**config.mk**
```make
export PLATFORM = sky130hd
export DESIGN_NAME = decimal_string_to_integer
export DESIGN_NICKNAME = d
export VERILOG_FILES = /design/src/rtl/dsi_pkg.sv /design/src/rtl/dsi_step.sv /design/src/rtl/decimal_string_to_integer.sv
export VERILOG_INCLUDE_DIRS = /design/src /design/src/rtl
export SDC_FILE = /design/constraint.sdc
export NUM_CORES = 1
export LEC_CHECK = 0
export BUFFER_PORTS_ARGS = -buffer_cell sky130_fd_sc_hd__buf_2
export CAP_MARGIN = 20
export CELL_PAD_IN_SITES_DETAIL_PLACEMENT = 1
export CELL_PAD_IN_SITES_GLOBAL_PLACEMENT = 2
export CORE_MARGIN = 3
export CORE_UTILIZATION = 38
export DETAILED_ROUTE_END_ITERATION = 8
export PLACE_DENSITY_LB_ADDON = 0.05
export SYNTH_ARGS = -nofsm -noshare
export SYNTH_HDL_FRONTEND = slang
export SYNTH_HIERARCHICAL = 1
export SYNTH_SLANG_ARGS = --single-unit
```
**constraint.sdc**
```tcl
create_clock -name clock -period 5.2 [get_ports clock]
set_clock_uncertainty 0.15 [all_clocks]
set_input_delay 0.26 -clock clock [delete_from_list [all_inputs] [get_ports clock]]
set_output_delay 0.26 -clock clock [all_outputs]
set_load 0.05 [all_outputs]
```
**src/rtl/assert_macros.svh**
```systemverilog
// ----------------------------------------------------------------------------
// assertion macros
// shared concurrent assertion forms, compiled out with NO_ASSERTIONS
// ----------------------------------------------------------------------------
`ifndef ASSERT_MACROS_SVH
`define ASSERT_MACROS_SVH

`ifndef NO_ASSERTIONS

// same-cycle implication
`define ASSERT_IMPLIES(name, clk, rst, ante, cons) \
   name: assert property (@(posedge clk) disable iff (rst) (ante) |-> (cons)) \
      else $error("assertion failed: same-cycle implication");

// next-cycle implication
`define ASSERT_NEXT(name, clk, rst, ante, cons) \
   name: assert property (@(posedge clk) disable iff (rst) (ante) |=> (cons)) \
      else $error("assertion failed: next-cycle implication");

`else

`define ASSERT_IMPLIES(name, clk, rst, ante, cons)
`define ASSERT_NEXT(name, clk, rst, ante, cons)

`endif

`endif

```
**src/rtl/dsi_pkg.sv**
```systemverilog
// ----------------------------------------------------------------------------
// dsi_pkg
// types and constants shared by the decimal string parser
// ----------------------------------------------------------------------------
package dsi_pkg;

   localparam int unsigned CHAR_W  = 8;
   localparam int unsigned VALUE_W = 64;
   localparam int unsigned INDEX_W = 2;

   localparam logic [CHAR_W-1:0] CHAR_NUL   = 8'h00;
   localparam logic [CHAR_W-1:0] CHAR_TAB   = 8'h09;
   localparam logic [CHAR_W-1:0] CHAR_SPACE = 8'h20;
   localparam logic [CHAR_W-1:0] CHAR_PLUS  = 8'h2B;
   localparam logic [CHAR_W-1:0] CHAR_MINUS = 8'h2D;
   localparam logic [CHAR_W-1:0] CHAR_ZERO  = 8'h30;
   localparam logic [CHAR_W-1:0] CHAR_NINE  = 8'h39;

   // register indexes of the configuration port
   typedef enum logic [INDEX_W-1:0] {
      REG_SIGNED_MODE    = 2'd0,
      REG_WIDE_MODE      = 2'd1,
      REG_FALLBACK_VALUE = 2'd2
   } reg_index_type;

   typedef enum logic [1:0] {
      STATUS_OK      = 2'd0,
      STATUS_INVALID = 2'd1,
      STATUS_RANGE   = 2'd2
   } status_type;

   typedef struct packed {
      logic [VALUE_W-1:0] magnitude;
      logic               is_negative;
      logic               seen_digit;
      logic               seen_sign;
      logic               rejected;
      logic               overflowed;
   } parse_type;

   typedef struct packed {
      logic               signed_mode;
      logic               wide_mode;
      logic [VALUE_W-1:0] fallback_value;
   } config_type;

   typedef struct packed {
      logic [VALUE_W-1:0] value;
      status_type         status;
   } result_type;

endpackage

```
**src/rtl/dsi_step.sv**
```systemverilog
// ----------------------------------------------------------------------------
// dsi_step
// per-character parse update and end-of-string range check
// ----------------------------------------------------------------------------
module dsi_step (
   input  logic [dsi_pkg::CHAR_W-1:0] char_code,
   input  dsi_pkg::parse_type         parse,
   input  dsi_pkg::config_type        cfg,
   output dsi_pkg::parse_type         parse_next,
   output dsi_pkg::result_type        result
);

   logic                              is_digit;
   logic [3:0]                        digit;
   logic [dsi_pkg::VALUE_W+3:0]       times_ten;
   logic [dsi_pkg::VALUE_W+3:0]       accum;
   logic [dsi_pkg::VALUE_W-1:0]       limit;
   logic                              invalid;

   assign is_digit  = (char_code >= dsi_pkg::CHAR_ZERO) && (char_code <= dsi_pkg::CHAR_NINE);
   assign digit     = 4'(char_code - dsi_pkg::CHAR_ZERO);
   // m*10 + d over 68 bits, any carry past bit 63 is an overflow
   assign times_ten = {1'b0, parse.magnitude, 3'b000} + {3'b000, parse.magnitude, 1'b0};
   assign accum     = times_ten + {{dsi_pkg::VALUE_W{1'b0}}, digit};

   always_comb begin
      parse_next = parse;
      if (is_digit) begin
         parse_next.seen_digit = 1'b1;
         if (!parse.overflowed) begin
            if (|accum[dsi_pkg::VALUE_W+3:dsi_pkg::VALUE_W]) begin
               parse_next.overflowed = 1'b1;
            end else begin
               parse_next.magnitude = accum[dsi_pkg::VALUE_W-1:0];
            end
         end
      end else if (parse.seen_digit || parse.seen_sign) begin
         parse_next.rejected = 1'b1;
      end else if (cfg.signed_mode &&
                   (char_code == dsi_pkg::CHAR_PLUS || char_code == dsi_pkg::CHAR_MINUS)) begin
         parse_next.seen_sign   = 1'b1;
         parse_next.is_negative = (char_code == dsi_pkg::CHAR_MINUS);
      end else if (char_code != dsi_pkg::CHAR_SPACE && char_code != dsi_pkg::CHAR_TAB) begin
         parse_next.rejected = 1'b1;
      end
   end

   always_comb begin
      case ({cfg.signed_mode, cfg.wide_mode})
         2'b11:   limit = parse.is_negative ? 64'h8000_0000_0000_0000
                                            : 64'h7FFF_FFFF_FFFF_FFFF;
         2'b10:   limit = parse.is_negative ? 64'h0000_0000_8000_0000
                                            : 64'h0000_0000_7FFF_FFFF;
         2'b01:   limit = 64'hFFFF_FFFF_FFFF_FFFF;
         default: limit = 64'h0000_0000_FFFF_FFFF;
      endcase
   end

   assign invalid = parse.rejected || !parse.seen_digit ||
                    (parse.seen_sign && !cfg.signed_mode);

   always_comb begin
      result.value  = cfg.fallback_value;
      result.status = dsi_pkg::STATUS_OK;
      if (invalid) begin
         result.status = dsi_pkg::STATUS_INVALID;
      end else if (parse.overflowed || parse.magnitude > limit) begin
         result.status = dsi_pkg::STATUS_RANGE;
      end else if (cfg.signed_mode && parse.is_negative) begin
         result.value = '0 - parse.magnitude;
      end else begin
         result.value = parse.magnitude;
      end
   end

endmodule

```
**src/rtl/decimal_string_to_integer.sv**
```systemverilog
// ----------------------------------------------------------------------------
// decimal_string_to_integer
// streaming decimal text to 32/64-bit integer converter
// ----------------------------------------------------------------------------
// One character is taken per transaction and a new one can be taken every
// cycle: each character is held in the input register, then a single
// multiply-by-ten (shift-add), digit add and carry check updates the parse
// state. Only the NUL terminator produces a response; it is written to the
// output register from the input register, carrying the value (or the
// fallback) and a status. A terminator waits in the input register while a
// previous response is not yet taken; other characters never wait on the
// response side. Configuration is sampled when each character is processed,
// so write it only while no string is in flight.
module decimal_string_to_integer (
   input  logic        clock,
   input  logic        reset,
   // request: char_code[7:0]
   input  logic        req_tvalid,
   output logic        req_tready,
   input  logic [7:0]  req_tdata,
   // response: value[63:0], status[65:64], zero pad[71:66]
   output logic        rsp_tvalid,
   input  logic        rsp_tready,
   output logic [71:0] rsp_tdata,
   // configuration write port
   input  logic        csr_we,
   input  logic [dsi_pkg::INDEX_W-1:0] csr_index,
   input  logic [63:0] csr_wdata
);

`include "assert_macros.svh"

   // input register
   logic                       in_valid_ff, in_valid_in;
   logic [dsi_pkg::CHAR_W-1:0] char_ff;

   // parse state and configuration
   dsi_pkg::parse_type         parse_ff, parse_in, parse_next;
   dsi_pkg::config_type        cfg_ff, cfg_in;

   // output register
   logic                       rsp_valid_ff, rsp_valid_in;
   dsi_pkg::result_type        result_ff, result;

   logic                       is_end;
   logic                       out_free;
   logic                       consume;

   dsi_step u_step (
      .char_code  (char_ff),
      .parse      (parse_ff),
      .cfg        (cfg_ff),
      .parse_next (parse_next),
      .result     (result)
   );

   assign is_end     = (char_ff == dsi_pkg::CHAR_NUL);
   assign out_free   = !rsp_valid_ff || rsp_tready;
   // a terminator needs room in the output register, anything else goes on
   assign consume    = in_valid_ff && (!is_end || out_free);
   assign req_tready = !in_valid_ff || consume;

   always_comb begin
      in_valid_in = in_valid_ff;
      if (req_tready) begin
         in_valid_in = req_tvalid;
      end

      // end of string hands back a clean parse state for the next one
      parse_in = parse_ff;
      if (consume) begin
         parse_in = is_end ? '0 : parse_next;
      end

      rsp_valid_in = rsp_valid_ff;
      if (consume && is_end) begin
         rsp_valid_in = 1'b1;
      end else if (rsp_tready) begin
         rsp_valid_in = 1'b0;
      end

      cfg_in = cfg_ff;
      if (csr_we) begin
         case (csr_index)
            dsi_pkg::REG_SIGNED_MODE:    cfg_in.signed_mode    = csr_wdata[0];
            dsi_pkg::REG_WIDE_MODE:      cfg_in.wide_mode      = csr_wdata[0];
            dsi_pkg::REG_FALLBACK_VALUE: cfg_in.fallback_value = csr_wdata;
            default:                     cfg_in = cfg_ff;
         endcase
      end
   end

   // control state
   always_ff @(posedge clock) begin
      if (reset) begin
         in_valid_ff              <= 1'b0;
         rsp_valid_ff             <= 1'b0;
         parse_ff                 <= '0;
         cfg_ff.signed_mode       <= 1'b1;
         cfg_ff.wide_mode         <= 1'b0;
         cfg_ff.fallback_value    <= '0;
      end else begin
         in_valid_ff  <= in_valid_in;
         rsp_valid_ff <= rsp_valid_in;
         parse_ff     <= parse_in;
         cfg_ff       <= cfg_in;
      end
   end

   // payload registers
   always_ff @(posedge clock) begin
      if (req_tready && req_tvalid) begin
         char_ff <= req_tdata;
      end
      if (consume && is_end) begin
         result_ff <= result;
      end
   end

   assign rsp_tvalid = rsp_valid_ff;
   assign rsp_tdata  = {6'b000000, result_ff.status, result_ff.value};

   // a processed terminator always shows up as a response next cycle
   `ASSERT_NEXT(a_end_gives_rsp, clock, reset, consume && is_end, rsp_valid_ff)
   // the parse state starts clean after a terminator
   `ASSERT_NEXT(a_end_clears_parse, clock, reset, consume && is_end,
                parse_ff == '0)
   // overflow sticks until the end of the string
   `ASSERT_NEXT(a_overflow_sticky, clock, reset,
                parse_ff.overflowed && !(consume && is_end), parse_ff.overflowed)
   // an empty output register never blocks the request side
   `ASSERT_IMPLIES(a_ready_when_empty, clock, reset, !rsp_valid_ff, req_tready)

endmodule

```
# --- Word level (Yosys, flattened, before mapping) ---
# Cells that the tools add are included.
totals:
  ff_bits: 211
  latchBits: 0
  ramBits: 0
  romBits: 0
  in_bits: 79
  output_inout_bits: 74
  word_cells: 96
  n_memories: 0
classes:
  n_addsub: 4
  mul: 0
  n_div: 0
  n_lt_le_gt_ge: 3
  eq_ne: 14
  n_shift: 0
  mux: 26
  bitwise: 0
  reduce_logical: 35
op_table:
  columns: ["operator", "count"]
  rows:
  - ["$mux W64", 7]
  - ["$pmux W64 S3", 1]
  - ["$mux W69", 1]
  - ["$add A67 B65 Y68", 1]
  - ["$add A68 B4 Y68", 1]
  - ["$gt A64 B64 Y1", 1]
  - ["$sub A1 B64 Y64 const A", 1]
  - ["$mux W32", 1]
  - ["$eq A8 B6 Y1 const B", 2]
  - ["$mux W1", 14]
  - ["$reduce_and A4 Y1", 3]
  - ["$ge A8 B6 Y1 const B", 1]
  - ["$le A8 B6 Y1 const B", 1]
  - ["$logic_and A1 B1 Y1", 8]
  - ["$logic_not A8 Y1", 1]
  - ["$logic_or A1 B1 Y1", 8]
  - ["$ne A8 B4 Y1 const B", 1]
  - ["$ne A8 B6 Y1 const B", 1]
  - ["$reduce_and A2 Y1", 4]
  - ["$eq A2 B2 Y1 const B", 3]
  - ["$ne A2 B2 Y1 const B", 3]
  - ["$reduce_bool A2 Y1", 3]
  - ["$logic_not A1 Y1", 5]
  - ["$eq A2 B1 Y1 const B", 2]
  - ["7 further kinds", 8]

# --- Depth between registers and ports, before layout ---
depth:
  word_depth: 7
  ltp_mapped: 16
  mapped_depth_nobuf: 15

# --- Hierarchy ---
# The synthesis kept the hierarchy.
modules_own_cells:
  columns: ["module", "n_inst", "cells_per_inst", "area_each_um2"]
  rows:
  - ["dsi_step", 1, 1287, 9524.1]
  - ["decimal_string_to_integer", 1, 541, 6766.5]

# --- Worst setup path before layout ---
# OpenSTA, ideal clock, no wires.
synth_timing:
  path_kind: "register to register"
  start: "register parse_ff[4] in the netlist's numbering"
  end: "register result_ff, in the netlist rsp_tdata[10], data pin"
  t_arrival_ps: 4379
  required_time_ps: 4790
  path_slack_ps: 411
  stages_incl_launch_ff: 17
  synth_period_minus_slack_ps: 4789
  cell_sequence: "dfxtp_1 > nand2_1 > inv_1 > clkbuf_1 > ha_1 > a21o_1 > a21o_1 > a21o_1 > a211oi_1 > o21bai_1 > a221o_1 > a21oi_1 > o221ai_1 > or2_1 > clkbuf_1 > buf_1 > mux2_2"
synth_rtl:
  columns: ["item", "line", "text"]
  rows:
  - ["start, declared", "decimal_string_to_integer.sv:38", "dsi_pkg::parse_type parse_ff, parse_in, parse_next;"]
  - ["start signal, assigned", "decimal_string_to_integer.sv:105", "parse_ff <= parse_in;"]
  - ["end signal, assigned", "decimal_string_to_integer.sv:116", "result_ff <= result;"]
  - ["end, declared", "decimal_string_to_integer.sv:43", "dsi_pkg::result_type result_ff, result;"]

==> results.py <==
metrics = {
    "run_status": {
        "status": "complete, no violations",
    },
    "timing": {
        "timing.final.crit_share": 0.936,
        "finalSetupViolCount": 0,
        "worst_pin_slew_ns": 0.893,
        "hold_viol": 0,
        "timing.fmax_ghz": 0.206,
        "maxSlewHeadroom": 0.405,
        "maxSlewViolCount": 0,
        "rsz0062_at_grt": "false",
        "tns_ns": 0,
        "finalCriticalPeriod_ns": 4.87,
        "worst_hold_slack_ns": 0.0730,
    },
    "setup_path": {
        "critPathMaxFanout": 31,
        "crit_path_cell_trace": "inv_1 -> fa_1 -> inv_1 -> fa_1 -> a211oi_1 -> o21ai_1 -> nor2_1 -> o31a_1 -> o21ai_1 -> a41oi_2 -> mux2_2 -> a2111oi_4 -> nand2_4 -> buf_12 -> mux2_4 -> a22o_1",
        "critPathSlowestCell": "fa_1",
        "critPathMaxStageDelay_ns": 0.55,
        "startpoint": "char_ff[3]$_DFFE_PP_",
        "worstPathRequired_ns": 5.48,
        "path_class": "flip-flop to flip-flop",
        "end_kind": "flip-flop",
        "rr_startpoint": "char_ff[3]$_DFFE_PP_",
        "critPathLaunchType": "flip-flop",
        "crit_arrival_ns": 5.15,
    },
    "global_routing": {
        "grt_pass1_wl_mm": 87.3,
        "grt_use_total": 0.241,
        "grt_max_degree": 70,
        "overflow": 0,
        "first_global_vias": 15000,
        "grt_antenna_before_repair": 1,
    },
    "layout": {
        "antenna_cells": 0,
        "area_delta_synth_final_pct": 19.0,
        "mostFrequentLayoutCells": "nand2_1 (209), ha_1 (192), a21oi_1 (191), o21ai_0 (165), buf_2 (146)",
        "final_nets": 2311,
        "fillCellCount": 4923,
        "drive_above_1_share": 0.171,
        "layout_commonest_cell": "nand2_1",
    },
    "route": {
        "viasPerCell": 5.73,
        "drcViolationCount": 0,
        "antenna_left": 0,
        "wl_per_cell_um": 21.7,
        "first_pass_iters": 5,
        "vias": 14900,
        "drtIter0Drc": 867,
        "routed_wl_mm": 56.3,
    },
    "yosys": {
        "synth_cell_types": 74,
        "yosysWarnings": 6,
        "syn_avg_cell_area_um2": 8.91,
        "syn-cell-area_um2": 16300,
        "ys.flop_type": "dfxtp_1",
        "synth-seq-cells": 211,
        "synth-seq-area-share": 0.305,
        "synth_edf_count": 74,
        "async_reset_ff_frac": 0,
        "netlist_instances": 1828,
    },
    "clocking": {
        "clkLatencyLatePin_ns": 0.56,
        "cts-buffers-inserted": 27,
        "cts_sinks": 211,
        "cts_setup_buffers": 0,
        "cts_tree": "yes",
        "h-tree-depth": 1,
        "cts-root-buf": "clkbuf_16",
        "path_clk_slew_ns": 0.06,
        "clock_path_buffers": 3,
    },
    "place": {
        "hpwl_mm": 41.7,
        "place.gp.congestion": 0.815,
        "port-buffer-count": 146,
    },
    "power": {
        "p_leak_nw": 8.45,
        "power_density_nw_per_um2": 202,
        "ir_drop_mv": 0.223,
    },
    "floorplan": {
        "dieHeight_um": 213,
        "initial_utilization": 0.387,
        "pin_count": 153,
        "die_area_um2": 45400,
        "core-area_um2": 42100,
        "die_w_um": 213,
        "fp-row-count": 75,
    },
    "hold_path": {
        "worstHoldStart": "csr_index[1]",
        "hold_path.class": "input pin to flip-flop",
    },
    "job": {
        "cap_violations": 0,
    },
}
-- per-layer routing --
metal | vias to the layer above | global-route usage | part of all wire
li1 | 7189 | - | -
met2 | 286 | 0.367 | 0.43
met4 | 0 | 0.0431 | 0.014
met1 | 7331 | 0.372 | 0.52
met3 | 62 | 0.0234 | 0.041
met5 | - | 0 | 0
-- kinds of logic after synthesis --
family,after synthesis,synth area share
XOR/XNOR,124,0.0667
AND/OR/NAND/NOR,495,0.146
AO/OA/AOI/OAI,570,0.219
multiplexers,89,0.0740
adder cells (fa/ha/maj),194,0.150
flip-flops,211,0.305
other,1,0.000230
buffers and inverters,144,0.0399
-- path summary, 6_finish.rpt --
path / depth (start not counted) / end / slack (ns)
max: 16 / parse_ff[12]$_SDFFE_PP0P_ / 0.33
min: 4 / cfg_ff[28]$_SDFFE_PP0P_ / 0.07
max reg2reg: 16 / parse_ff[12]$_SDFFE_PP0P_ / 0.33
min reg2reg: 2 / cfg_ff[13]$_SDFFE_PP0P_ / 0.30
-- registers in the layout, indices dropped and copies added (netlist names) --
register,count
parse_ff,69
rsp_tvalid,1
in_valid_ff,1
rsp_tdata,66
cfg_ff,66
char_ff,8
-- layout make-up --
class,count,area (µm²),area share
Multi-Input combinational cell,1478,10700,0.553
Sequential cell,211,4960,0.256
Timing Repair Buffer,281,2000,0.103
Clock buffer,36,729,0.0376
Tap cell,539,674,0.0348
Clock inverter,13,150,0.00774
Inverter,39,146,0.00755
-- Yosys cell counts (5+ instances only) --
| cell | instances | area [µm²] |
|---|---|---|
| nand2_1 | 209 | 785 |
| a21oi_1 | 192 | 961 |
| ha_1 | 192 | 2400 |
| o21ai_0 | 165 | 826 |
| dfxtp_1 | 137 | 2740 |
| xnor2_1 | 93 | 815 |
| nor2_1 | 90 | 338 |
| edfxtp_1 | 74 | 2220 |
| clkbuf_1 | 72 | 270 |
| a22o_1 | 69 | 604 |
| mux2_4 | 56 | 841 |
| nand4_1 | 46 | 288 |
| inv_1 | 39 | 146 |
| a21o_1 | 35 | 263 |
| xor2_1 | 31 | 272 |
| mux2_2 | 28 | 315 |
| nor3_1 | 27 | 135 |
| nand3_1 | 22 | 110 |
| nor4_1 | 20 | 125 |
| o211ai_1 | 16 | 120 |
| nand2b_1 | 15 | 93.8 |
| o31ai_1 | 12 | 90.1 |
| a31oi_1 | 11 | 68.8 |
| nor2b_1 | 11 | 68.8 |
| or4_1 | 11 | 82.6 |
| buf_4 | 10 | 75.1 |
| o21bai_1 | 10 | 75.1 |
| buf_6 | 8 | 90.1 |
| o21a_1 | 8 | 60.1 |
| a211oi_1 | 7 | 52.6 |
| buf_2 | 7 | 35.0 |
| or3_1 | 7 | 43.8 |
| and2_1 | 6 | 37.5 |
| buf_1 | 6 | 22.5 |
| a21boi_0 | 5 | 37.5 |
| and3_1 | 5 | 31.3 |
| mux2i_1 | 5 | 50.1 |
| o41ai_1 | 5 | 43.8 |
-- where the power goes --
| group | leakage (nW) | internal (W) | switching (W) |
|---|---|---|---|
| clock | 0.424 | 0.00113 | 0.000780 |
| sequential | 1.71 | 0.00173 | 0.0000182 |
| combinational | 6.32 | 0.000114 | 0.000149 |
| total | 8.45 | 0.00297 | 0.000948 |
-- worst max-delay path, delay by kind of cell, from the launching register on --
family	cells	cell delay (ns)
and+or+nand+nor	2	0.28
adders and majority gates	2	1.03
AOI/OAI and AO/OA	7	1.75
muxes	2	0.70
DFF	1	0.42
buffers and inverters	3	0.38
-- timing repair --
item / in CTS / in global routing
hold endpoints to repair: 76 / 0
gates resized for setup: 0 / 1
hold buffers: 79 / 0
endpoints found under the setup margin: 0 / 16
-- through the flow --
step                      utilization  instance area (µm²)  setup slack, ns  power [W]  cells
after detailed placement        0.420                17700            0.354    0.00199   2467
final                           0.460                19400            0.335    0.00392   2597
after CTS                       0.459                19400            0.303    0.00397   2595
after global routing            0.460                19400           0.0461    0.00407   2597
after floorplan                     -                16300            0.411    0.00191   1833
after global placement          0.420                17700            0.425    0.00199   2467
(Power assumes the default switching activity.)
